### config.mk
export PLATFORM = sky130hd
export DESIGN_NAME = signed_decimal_ascii_formatter
export DESIGN_NICKNAME = d
export VERILOG_FILES = /design/src/rtl/core/sdaf_pkg.sv /design/src/rtl/core/sdaf_front.sv /design/src/rtl/core/sdaf_fifo.sv /design/src/rtl/core/sdaf_back.sv /design/src/rtl/core/signed_decimal_ascii_formatter.sv
export SDC_FILE = /design/constraint.sdc
export NUM_CORES = 1
export LEC_CHECK = 0
export BUFFER_PORTS_ARGS = -buffer_cell sky130_fd_sc_hd__buf_2
export CORE_ASPECT_RATIO = 0.7
export CORE_MARGIN = 2
export CORE_UTILIZATION = 40
export DETAILED_ROUTE_END_ITERATION = 12
export PLACE_DENSITY_LB_ADDON = 0.25
export SKIP_CTS_REPAIR_TIMING = 1
export SYNTH_ARGS = -nofsm -noshare
export SYNTH_HDL_FRONTEND = slang
export SYNTH_SLANG_ARGS = --single-unit
### constraint.sdc
create_clock -name clk_i -period 23.4 [get_ports clk_i]
set_input_delay 2.34 -clock clk_i [delete_from_list [all_inputs] [get_ports clk_i]]
set_output_delay 2.34 -clock clk_i [all_outputs]
set_load 0.005 [all_outputs]
### src/rtl/core/sdaf_pkg.sv
// Shared types and constants of the signed decimal ASCII formatter.
`timescale 1ns / 1ps

package sdaf_pkg;

  // Format codes carried on the input tuser field.
  typedef enum logic [2:0] {
    FMT_PLAIN = 3'd0,
    FMT_DECI  = 3'd1,
    FMT_CENTI = 3'd2,
    FMT_MILLI = 3'd3,
    FMT_TWO   = 3'd4,
    FMT_TIME  = 3'd5,
    FMT_BOOL  = 3'd6
  } fmt_e;

  typedef enum logic [2:0] {
    FS_IDLE,
    FS_MUL,
    FS_ADJ,
    FS_DIG,
    FS_PUSH
  } front_state_e;

  localparam int unsigned NumDigits = 5;
  localparam int unsigned DigCntW   = $clog2(NumDigits);
  localparam int unsigned MaxChars  = 7;
  localparam int unsigned CharCntW  = $clog2(MaxChars + 1);

  // Reciprocal constants: x/10 == (x*52429)>>19 for any 16-bit x,
  // m/60 == (m*34953)>>21 for any 15-bit m.
  localparam logic [15:0] DivTenMul   = 16'd52429;
  localparam int unsigned DivTenSh    = 19;
  localparam logic [15:0] DivSixtyMul = 16'd34953;
  localparam int unsigned DivSixtySh  = 21;

  localparam int unsigned QDepth = 2;
  localparam int unsigned QPtrW  = $clog2(QDepth);

  localparam logic [7:0] CharZero  = 8'h30;
  localparam logic [7:0] CharPoint = 8'h2e;
  localparam logic [7:0] CharMinus = 8'h2d;
  localparam logic [7:0] CharLowO  = 8'h6f;
  localparam logic [7:0] CharLowN  = 8'h6e;
  localparam logic [7:0] CharLowF  = 8'h66;

  // One converted value, handed from the front end to the emitter.
  // flag: sign for number formats, nonzero for bool.
  typedef struct packed {
    fmt_e                          fmt;
    logic                          flag;
    logic [NumDigits-1:0][3:0]     digits;  // index 0 is the ones digit
  } sdaf_item_t;

endpackage

### src/rtl/core/sdaf_front.sv
// Front end: accepts values, classifies the format and extracts decimal digits.
`timescale 1ns / 1ps

module sdaf_front
  import sdaf_pkg::*;
(
  input  logic        clk_i,
  input  logic        rst_ni,
  input  logic        in_valid_i,
  output logic        in_ready_o,
  input  logic [15:0] value_i,
  input  logic [2:0]  format_i,
  output logic        push_valid_o,
  input  logic        push_ready_i,
  output sdaf_item_t  item_o
);

  front_state_e state_q, state_d;
  logic [DigCntW-1:0] dcnt_q;

  fmt_e                      fmt_q;
  logic                      flag_q;
  logic [15:0]               v_q;
  logic [9:0]                hours_q;
  logic [NumDigits-1:0][3:0] digs_q;

  fmt_e        fmt_dec;
  logic        neg_in;
  logic [15:0] mag_in;
  logic [30:0] prod60;
  logic [31:0] prod10;
  logic [12:0] quo;
  logic [15:0] rem;
  logic        accept;

  always_comb begin
    if (format_i > 3'(FMT_BOOL)) begin
      fmt_dec = FMT_PLAIN;
    end else begin
      fmt_dec = fmt_e'(format_i);
    end
  end

  assign neg_in = value_i[15];
  assign mag_in = neg_in ? (16'd0 - value_i) : value_i;  // 0x8000 stays 32768
  assign accept = in_valid_i && in_ready_o;

  // hours = minutes / 60
  assign prod60 = 31'(v_q[14:0]) * 31'(DivSixtyMul);
  // one decimal digit per step
  assign prod10 = 32'(v_q) * 32'(DivTenMul);
  assign quo    = prod10[DivTenSh +: 13];
  assign rem    = v_q - (16'({quo, 3'b000}) + 16'({quo, 1'b0}));

  always_comb begin
    state_d      = state_q;
    in_ready_o   = 1'b0;
    push_valid_o = 1'b0;
    case (state_q)
      FS_IDLE: begin
        in_ready_o = 1'b1;
        if (in_valid_i) begin
          case (fmt_dec)
            FMT_TIME: state_d = FS_MUL;
            FMT_BOOL: state_d = FS_PUSH;
            default:  state_d = FS_DIG;
          endcase
        end
      end
      FS_MUL: state_d = FS_ADJ;
      FS_ADJ: state_d = FS_DIG;
      FS_DIG: begin
        if (dcnt_q == DigCntW'(NumDigits - 1)) state_d = FS_PUSH;
      end
      FS_PUSH: begin
        push_valid_o = 1'b1;
        if (push_ready_i) state_d = FS_IDLE;
      end
      default: state_d = FS_IDLE;
    endcase
  end

  always_ff @(posedge clk_i or negedge rst_ni) begin
    if (!rst_ni) begin
      state_q <= FS_IDLE;
      dcnt_q  <= '0;
    end else begin
      state_q <= state_d;
      if (accept) begin
        dcnt_q <= '0;
      end else if (state_q == FS_DIG) begin
        dcnt_q <= dcnt_q + DigCntW'(1);
      end
    end
  end

  always_ff @(posedge clk_i) begin
    case (state_q)
      FS_IDLE: begin
        if (in_valid_i) begin
          fmt_q <= fmt_dec;
          case (fmt_dec)
            FMT_TIME: begin
              flag_q <= 1'b0;
              v_q    <= neg_in ? 16'd0 : value_i;  // negative minutes read as zero
            end
            FMT_BOOL: begin
              flag_q <= (value_i != 16'd0);
              v_q    <= value_i;
            end
            default: begin
              flag_q <= neg_in;
              v_q    <= mag_in;
            end
          endcase
        end
      end
      FS_MUL: hours_q <= prod60[DivSixtySh +: 10];
      // hours*100 + minutes%60 == minutes + hours*40
      FS_ADJ: v_q <= v_q + 16'({hours_q, 5'b00000}) + 16'({hours_q, 3'b000});
      FS_DIG: begin
        v_q <= 16'(quo);
        for (int i = 0; i < NumDigits - 1; i++) begin
          digs_q[i] <= digs_q[i+1];
        end
        digs_q[NumDigits-1] <= rem[3:0];
      end
      default: ;
    endcase
  end

  assign item_o.fmt    = fmt_q;
  assign item_o.flag   = flag_q;
  assign item_o.digits = digs_q;

endmodule

### src/rtl/core/sdaf_fifo.sv
// Short queue between front end and character emitter.
`timescale 1ns / 1ps

module sdaf_fifo
  import sdaf_pkg::*;
(
  input  logic       clk_i,
  input  logic       rst_ni,
  input  logic       wr_valid_i,
  output logic       wr_ready_o,
  input  sdaf_item_t wr_item_i,
  output logic       rd_valid_o,
  input  logic       rd_ready_i,
  output sdaf_item_t rd_item_o
);

  sdaf_item_t         ent_q [QDepth];
  logic [QPtrW-1:0]   wr_ptr_q, rd_ptr_q;
  logic [QPtrW:0]     cnt_q;
  logic               wr_en, rd_en;

  assign wr_ready_o = (cnt_q != (QPtrW+1)'(QDepth));
  assign rd_valid_o = (cnt_q != '0);
  assign wr_en      = wr_valid_i && wr_ready_o;
  assign rd_en      = rd_valid_o && rd_ready_i;
  assign rd_item_o  = ent_q[rd_ptr_q];

  always_ff @(posedge clk_i or negedge rst_ni) begin
    if (!rst_ni) begin
      wr_ptr_q <= '0;
      rd_ptr_q <= '0;
      cnt_q    <= '0;
    end else begin
      if (wr_en) wr_ptr_q <= wr_ptr_q + QPtrW'(1);
      if (rd_en) rd_ptr_q <= rd_ptr_q + QPtrW'(1);
      if (wr_en && !rd_en) begin
        cnt_q <= cnt_q + (QPtrW+1)'(1);
      end else if (rd_en && !wr_en) begin
        cnt_q <= cnt_q - (QPtrW+1)'(1);
      end
    end
  end

  always_ff @(posedge clk_i) begin
    if (wr_en) ent_q[wr_ptr_q] <= wr_item_i;
  end

endmodule

### src/rtl/core/sdaf_back.sv
// Back end: builds the text of one value and sends it one character per beat.
`timescale 1ns / 1ps

module sdaf_back
  import sdaf_pkg::*;
(
  input  logic       clk_i,
  input  logic       rst_ni,
  input  logic       q_valid_i,
  output logic       q_ready_o,
  input  sdaf_item_t q_item_i,
  output logic       out_valid_o,
  input  logic       out_ready_i,
  output logic [7:0] char_o,
  output logic       last_o
);

  logic [7:0]          txt_q [MaxChars];
  logic [CharCntW-1:0] rem_q;

  logic [7:0]          txt_n [MaxChars+1];
  logic [CharCntW-1:0] len_n;
  logic                on;
  logic                pop, beat;

  function automatic logic [7:0] dchar(input logic [3:0] d);
    return CharZero | {4'b0000, d};
  endfunction

  // Text assembly; len_n counts characters written so far.
  always_comb begin
    logic [NumDigits-1:0][3:0] d;
    fmt_e                      f;
    d = q_item_i.digits;
    f = q_item_i.fmt;
    for (int i = 0; i < MaxChars + 1; i++) txt_n[i] = CharZero;
    len_n = '0;
    on    = 1'b0;
    case (f)
      FMT_BOOL: begin
        txt_n[0] = CharLowO;
        if (q_item_i.flag) begin
          txt_n[1] = CharLowN;
          len_n    = CharCntW'(2);
        end else begin
          txt_n[1] = CharLowF;
          txt_n[2] = CharLowF;
          len_n    = CharCntW'(3);
        end
      end
      FMT_TIME: begin
        // hours (hundreds suppressed, tens forced), point, two-digit minutes
        if (d[4] != 4'd0) begin
          txt_n[len_n] = dchar(d[4]);
          len_n = len_n + CharCntW'(1);
        end
        txt_n[len_n] = dchar(d[3]);
        len_n = len_n + CharCntW'(1);
        txt_n[len_n] = dchar(d[2]);
        len_n = len_n + CharCntW'(1);
        txt_n[len_n] = CharPoint;
        len_n = len_n + CharCntW'(1);
        txt_n[len_n] = dchar(d[1]);
        len_n = len_n + CharCntW'(1);
        txt_n[len_n] = dchar(d[0]);
        len_n = len_n + CharCntW'(1);
      end
      default: begin
        if (q_item_i.flag) begin
          txt_n[len_n] = CharMinus;
          len_n = len_n + CharCntW'(1);
        end
        if (d[4] != 4'd0) begin
          txt_n[len_n] = dchar(d[4]);
          len_n = len_n + CharCntW'(1);
          on = 1'b1;
        end
        if (d[3] != 4'd0 || on) begin
          txt_n[len_n] = dchar(d[3]);
          len_n = len_n + CharCntW'(1);
          on = 1'b1;
        end
        if (f == FMT_MILLI) begin
          if (!on) begin
            txt_n[len_n] = CharZero;
            len_n = len_n + CharCntW'(1);
          end
          txt_n[len_n] = CharPoint;
          len_n = len_n + CharCntW'(1);
          on = 1'b1;
        end
        if (d[2] != 4'd0 || on) begin
          txt_n[len_n] = dchar(d[2]);
          len_n = len_n + CharCntW'(1);
          on = 1'b1;
        end
        if (f == FMT_CENTI) begin
          if (!on) begin
            txt_n[len_n] = CharZero;
            len_n = len_n + CharCntW'(1);
          end
          txt_n[len_n] = CharPoint;
          len_n = len_n + CharCntW'(1);
          on = 1'b1;
        end
        if (d[1] != 4'd0 || on || f == FMT_TWO) begin
          txt_n[len_n] = dchar(d[1]);
          len_n = len_n + CharCntW'(1);
          on = 1'b1;
        end
        if (f == FMT_DECI) begin
          if (!on) begin
            txt_n[len_n] = CharZero;
            len_n = len_n + CharCntW'(1);
          end
          txt_n[len_n] = CharPoint;
          len_n = len_n + CharCntW'(1);
        end
        txt_n[len_n] = dchar(d[0]);
        len_n = len_n + CharCntW'(1);
      end
    endcase
  end

  assign out_valid_o = (rem_q != '0);
  assign char_o      = txt_q[0];
  assign last_o      = (rem_q == CharCntW'(1));
  assign beat        = out_valid_o && out_ready_i;
  // take the next value when idle or as the last character leaves
  assign q_ready_o   = !out_valid_o || (beat && last_o);
  assign pop         = q_valid_i && q_ready_o;

  always_ff @(posedge clk_i or negedge rst_ni) begin
    if (!rst_ni) begin
      rem_q <= '0;
    end else if (pop) begin
      rem_q <= len_n;
    end else if (beat) begin
      rem_q <= rem_q - CharCntW'(1);
    end
  end

  always_ff @(posedge clk_i) begin
    if (pop) begin
      for (int i = 0; i < MaxChars; i++) txt_q[i] <= txt_n[i];
    end else if (beat) begin
      for (int i = 0; i < MaxChars - 1; i++) txt_q[i] <= txt_q[i+1];
    end
  end

endmodule

### src/rtl/core/signed_decimal_ascii_formatter.sv
// Top level: signed 16-bit value to decimal ASCII text (on/off in bool format), one character per beat.
// Flow: the front end takes a beat, divides by 60 in time format, extracts the
// digits (bool skips this) and queues them; the back end lays out the text, and
// the characters follow one per cycle while the sink is ready. The digit unit works
// on one value at a time, overlapped with emission of the previous text (1 to 7 characters).
// Reset (async, active low) empties the queue and returns both ends to idle.
`timescale 1ns / 1ps

module signed_decimal_ascii_formatter
  import sdaf_pkg::*;
(
  input  logic        clk_i,
  input  logic        rst_ni,
  // input stream
  input  logic        s_axis_tvalid_i,
  output logic        s_axis_tready_o,
  input  logic [15:0] s_axis_tdata_i,   // [15:0] value (signed)
  input  logic [2:0]  s_axis_tuser_i,   // [2:0] format
  // output stream
  output logic        m_axis_tvalid_o,
  input  logic        m_axis_tready_i,
  output logic [7:0]  m_axis_tdata_o,   // [7:0] char_out
  output logic        m_axis_tlast_o    // last character of the text
);

  logic       push_valid, push_ready;
  sdaf_item_t push_item;
  logic       q_valid, q_ready;
  sdaf_item_t q_item;

  // Front: takes a beat, runs the divide-by-60 step for time format and
  // pulls out five digits (not in bool format) with a reciprocal multiply, one digit per cycle.
  sdaf_front u_front (
    .clk_i        (clk_i),
    .rst_ni       (rst_ni),
    .in_valid_i   (s_axis_tvalid_i),
    .in_ready_o   (s_axis_tready_o),
    .value_i      (s_axis_tdata_i),
    .format_i     (s_axis_tuser_i),
    .push_valid_o (push_valid),
    .push_ready_i (push_ready),
    .item_o       (push_item)
  );

  // Two-entry queue so the digit unit keeps working while text drains.
  sdaf_fifo u_fifo (
    .clk_i      (clk_i),
    .rst_ni     (rst_ni),
    .wr_valid_i (push_valid),
    .wr_ready_o (push_ready),
    .wr_item_i  (push_item),
    .rd_valid_o (q_valid),
    .rd_ready_i (q_ready),
    .rd_item_o  (q_item)
  );

  // Back: lays out sign, digits and decimal point, then shifts them out.
  sdaf_back u_back (
    .clk_i       (clk_i),
    .rst_ni      (rst_ni),
    .q_valid_i   (q_valid),
    .q_ready_o   (q_ready),
    .q_item_i    (q_item),
    .out_valid_o (m_axis_tvalid_o),
    .out_ready_i (m_axis_tready_i),
    .char_o      (m_axis_tdata_o),
    .last_o      (m_axis_tlast_o)
  );

`ifndef SYNTHESIS
  // Front works on one value at a time.
  a_front_busy: assert property (@(posedge clk_i) disable iff (!rst_ni)
    (s_axis_tvalid_i && s_axis_tready_o) |=> !s_axis_tready_o)
    else $error("front accepted a beat while converting");

  // Emitter picks up a queued value in the next cycle when idle.
  a_back_pickup: assert property (@(posedge clk_i) disable iff (!rst_ni)
    (q_valid && !m_axis_tvalid_o) |=> m_axis_tvalid_o)
    else $error("queued value not picked up");

  // Output goes idle after the final character when nothing is queued.
  a_back_drain: assert property (@(posedge clk_i) disable iff (!rst_ni)
    (m_axis_tvalid_o && m_axis_tready_i && m_axis_tlast_o && !q_valid)
      |=> !m_axis_tvalid_o)
    else $error("output still valid after last character");
`endif

endmodule
# == Word-level counts from Yosys, hierarchy flattened ==
# Memories as Yosys holds them, arrays and structs flattened.
# Index checks and enable logic that the tools add are counted.
# totals
ff_bits,63
memories,2
ram_bits,104
elab_cells,333
output_inout_bits,11
inputBits,23
# memory_table
memory,words,word_bits,read_ports,rd_ports_with_merged_regs,write_ports,line_no,text
u_back.txt_q,7,8,7,0,7,sdaf_back.sv:18,logic [7:0] txt_q [MaxChars];
u_fifo.ent_q,2,24,1,0,1,sdaf_fifo.sv:17,sdaf_item_t ent_q [QDepth];
# classes
n_bitwise,43
n_mul,2
eq_ne,18
n_lt_le_gt_ge,33
n_reduce_logical,47
n_addsub,27
n_mux,146
# op_table
operator,count
$mux W64,23
$bwmux W64,9
$demux W8 S3,16
$mux W8,24
$and A48 B48 Y48,3
$not A48 Y48,3
$and A32 B32 Y32,4
$not A32 Y32,4
$or A32 B32 Y32,4
$mux W3,33
$pmux W40 S2,1
$ge A4 B4 Y1 const B,16
$lt A4 B1 Y1 const B,16
$not A3 Y4,16
$add A3 B1 Y3 const B,17
$or A16 B16 Y16,3
$pmux W16 S3,1
$pmux W24 S2,1
$mul A16 B16 Y32 const B,1
$mux W16,2
$pmux W16 S2,1
$mul A15 B16 Y31 const B,1
$mux W1,24
$logic_and A1 B1 Y1,23
other kinds (34),70

# == Depth between registers and ports, before layout ==
# An unclocked memory read counts as a cell.
# depth
depth_word,46
depth_mapped,42
mapped_depth_nobuf,35

# == Modules after synthesis ==
# From an unflattened synthesis, not the netlist that was laid out.
# hier_totals
cells_unflattened,1783
area_unflattened_um2,17148.9
# by_module_without_submodules
module,cells_each,area_each_um2,instances,seq_area_each_um2
sdaf_front,1010,9954.5,1,1651.6
sdaf_back,680,5163.7,1,1396.3
sdaf_fifo,93,2030.7,1,1541.5

# == Worst setup path after synthesis ==
# No wires, ideal clock.
# synth_timing
path_kind,flip-flop to flip-flop
from,register u_fifo.rd_ptr_q
to,"memory u_back.txt_q[0][1], data pin"
slack_ps,14921
required_ps,23139
arrival_time_ps,8218
stages_incl_launch_ff,37
n_path_buf,9
setup_ps,261
synth_period_minus_slack_ps,8479
path_cell_list,dfrtp_1 > buf_2 > buf_2 > buf_2 > buf_1 > clkbuf_1 > o21a_1 > clkbuf_1 > clkbuf_1 > fa_1 > clkbuf_1 > a21oi_1 > clkinv_1 > ha_1 > o21ai_2 > nand2_1 > ha_1 > nand2_1 > nand2_1 > ha_1 > nor2_1 > a31o_1 > buf_4 > inv_2 > ha_1 > nand2_1 > o21ai_0 > ha_1 > mux2i_1 > inv_1 > ha_1 > a221o_1 > mux2_2 > o211a_1 > a211oi_4 > a311oi_1 > a221o_1
# synth_rtl
element,line_no,text
start: declaration,sdaf_fifo.sv:18,"logic [QPtrW-1:0] wr_ptr_q, rd_ptr_q;"
start signal: assignment,sdaf_fifo.sv:35,if (rd_en) rd_ptr_q <= rd_ptr_q + QPtrW'(1);
end: declaration,sdaf_back.sv:18,

==> metrics <==
status finished clean; fraction of layout cells with a size suffix above 1 9.24%; combinational family with the most area after synthesis adder cells; worst setup path start u_fifo.rd_ptr_q; clock skew 14.1 ps; post-DP HPWL 40100 µm; Synth Register Bits roughly 160; first-pass GRT wire length 77500 µm; Ports 34; total negative setup slack 0 ps; Met2 Routed Length 18800 µm; Remaining Overflow, GRT 0; hold crit path type reg2reg; Buf/Inv on CP 5; Met3 Wirelength 4680 µm; CP delay by family, top adder cells; CTS Root Cell clkbuf_16; initial core utilization 40.7%; WP data required ~24000 ps; num rows 62; Ys Warns 0; CTS tree done; DRT iter0 DRCs 1272; Critical-path top delay cell fa_1; Total Wirelength between 40000 and 50000 µm; Routed wire per std cell 21.9 µm; Die ar. 43500 µm²; drt drc 0; CTS sink cnt 155; Synth Area in Adders 32.0%; Worst Setup Start Kind flop; initial antenna violation count 5; number of enable flip-flop cells after synthesis 142; most instantiated cells after synthesis 251 x ha_1, 243 x inv_1, 142 x edfxtp_1; H-tree levels 4; nets@finish 2103; Fillers 3972; Critical Path AT between 9000 and 10000 ps; via count 13.2k; Crit Path Category reg2reg; crit path time final 9450 ps; xor and xnor area share after synthesis under 10%; fin. max-slew vios 0; DP Worst Slack 14040 ps; complex-gate fraction of the synthesized area 16.0%; Core ar. 41100 µm²; P&R area growth vs syn 8.70%; largest net degree at the start of global routing 44; post-layout util 44.3%; Cell Area, Synth 16700 µm²; syn_nets around 2.1k; Final Hold Fails 0; element type at the critical path end flop; maximum root-to-sink buffer count 2; Mean Syn Cell Area 9.93 µm²; fin crit share between 40 and 50%; top_reg_cell synth edfxtp_1; Setup WS post-layout 13950 ps; max_cap viols 0; highest routed layer met4; sequential area share after synthesis 27.4%; Async S/R FF share, synth 8.39%; Synth cell types 107; Worst slew margin a little under a fifth; FMAX 106 MHz; worst skew pair latency 470 ps; multiplexer share of the synthesized area approximately 2.9%; Clock transition at path regs roughly 80 ps; Worst path max stage delay 760 ps; Cells after Synth 1686; post-synth top area cell edfxtp_1; CTS Buf Count 17; IO buf count 32; CP max FO 33; number of global-route vias before repair ~13k; RSZ-0062 raised after global routing no; Final Hold Slack 451 ps; Final setup viols 0; Die H 175 µm; Die X 249 µm; post-synthesis simple-gate area fraction 12.0%; Antenna Violating Nets Remaining 0; M1 wire length 25500 µm; min-delay src u_front.fmt_q[1]; Area contributors post-synth edfxtp_1 25%, ha_1 19%, fa_1 13%; R2R Path Start u_fifo.rd_ptr_q; Placer Congestion 1.00; GRT Util Overall between 20% and 30%; Vias/cell between 5 and 6; most numerous cell in the Yosys netlist ha_1; Detailed Routing Iterations Pass 1 5; post-synth top area share 25.5%; Worst-Margin Slew 1210 ps; Crit path top cell by count ha_1
==> flip-flops by register name (all words and copies together) (netlist names) <==
| name | count |
|---|---|
| u_back.rem_q | 3 |
| u_back.txt_q | 44 |
| u_fifo.cnt_q | 2 |
| u_fifo.ent_q | 48 |
| u_fifo.rd_ptr_q | 1 |
| u_fifo.wr_ptr_q | 1 |
| u_front.dcnt_q | 3 |
| u_front.flag_q | 1 |
| u_front.fmt_q | 3 |
| u_front.hours_q | 10 |
| u_front.item_o | 20 |
| u_front.state_q | 3 |
| u_front.v_q | 16 |
==> cell families (layout without fill, tap and decap cells) <==
logic type | Yosys count | in the layout
and+or+nand+nor | 393 | 393
AOI/OAI and AO/OA | 380 | 380
adders and majority gates | 362 | 362
buffers and inverters | 296 | 341
DFF | 155 | 155
xor gates and xnor gates | 52 | 52
muxes | 46 | 46
other | 2 | 7
==> per-layer routing <==
metal	track usage, %	vias to the layer above
li1	-	6141
met1	36.9	6501
met2	30.8	509
met3	6.51	48
met4	5.89	0
met5	0	-
==> layout by cell type (no fill, tap or decap), types with 13 or more instances in the layout <==
master	synthesis	routed
buf_4	9	30
nor4_1	14	13
mux2i_1	31	31
nand4_1	15	15
a31oi_1	17	17
nor2b_1	13	13
inv_1	243	243
mux2_2	15	15
o211ai_1	15	15
nand3_1	25	25
edfxtp_1	142	142
nor2_1	111	110
fa_1	111	111
ha_1	251	251
a211oi_1	13	13
o22a_1	13	13
buf_2	5	32
o21ai_0	69	69
a21o_1	19	19
clkbuf_16	0	17
nor3_1	43	43
nand2_1	90	90
a21oi_1	95	95
xor2_1	18	18
and2_1	14	14
xnor2_1	33	33
==> layout make-up <==
| type | count | area, µm² | area share, % |
|---|---|---|---|
| flip-flops and latches | 155 | 4590 | 25.2 |
| well taps | 544 | 681 | 3.74 |
| inverters | 247 | 927 | 5.09 |
| clock buffers | 20 | 447 | 2.45 |
| diodes | 5 | 12.5 | 0.0688 |
| repair buffers | 62 | 385 | 2.12 |
| clock inverters | 12 | 134 | 0.736 |
| multi-input cells | 1235 | 11000 | 60.6 |
==> metrics by stage <==
step	instance area, µm²	std cells
2_1_floorplan	16700	1686
3_3_place_gp	17600	2243
3_5_place_dp	17600	2243
4_1_cts	18200	2275
5_1_grt	18200	2278
6_report	18200	2280
==> worst register-to-register path, delay by kind of cell, from the launching register on <==
| family | cells | cell delay [ps] |
|---|---|---|
| mux | 4 | 1080 |
| compound gates | 8 | 2360 |
| fa+ha+maj | 7 | 2730 |
| flops | 1 | 710 |
| simple gates | 7 | 800 |
| buf+inv | 5 | 1550 |
==> path summary, 6_finish.rpt <==
path                                       end  depth (start not counted)  slack, ps
max in group asynchronous      u_fifo.rd_ptr_q                          1      21240
max reg2reg                 u_back.txt_q[0][1]                         31      13950
min reg2reg                u_fifo.ent_q[1][22]                          0        450
min in group asynchronous      u_back.rem_q[2]                          1       1810
min                        u_fifo.ent_q[1][22]                          0        450
max                         u_back.txt_q[0][1]                         31      13950
Power is left out: the tool's default activity adds up to more than one toggle a clock period on the data nets, which glitch-free logic cannot reach.
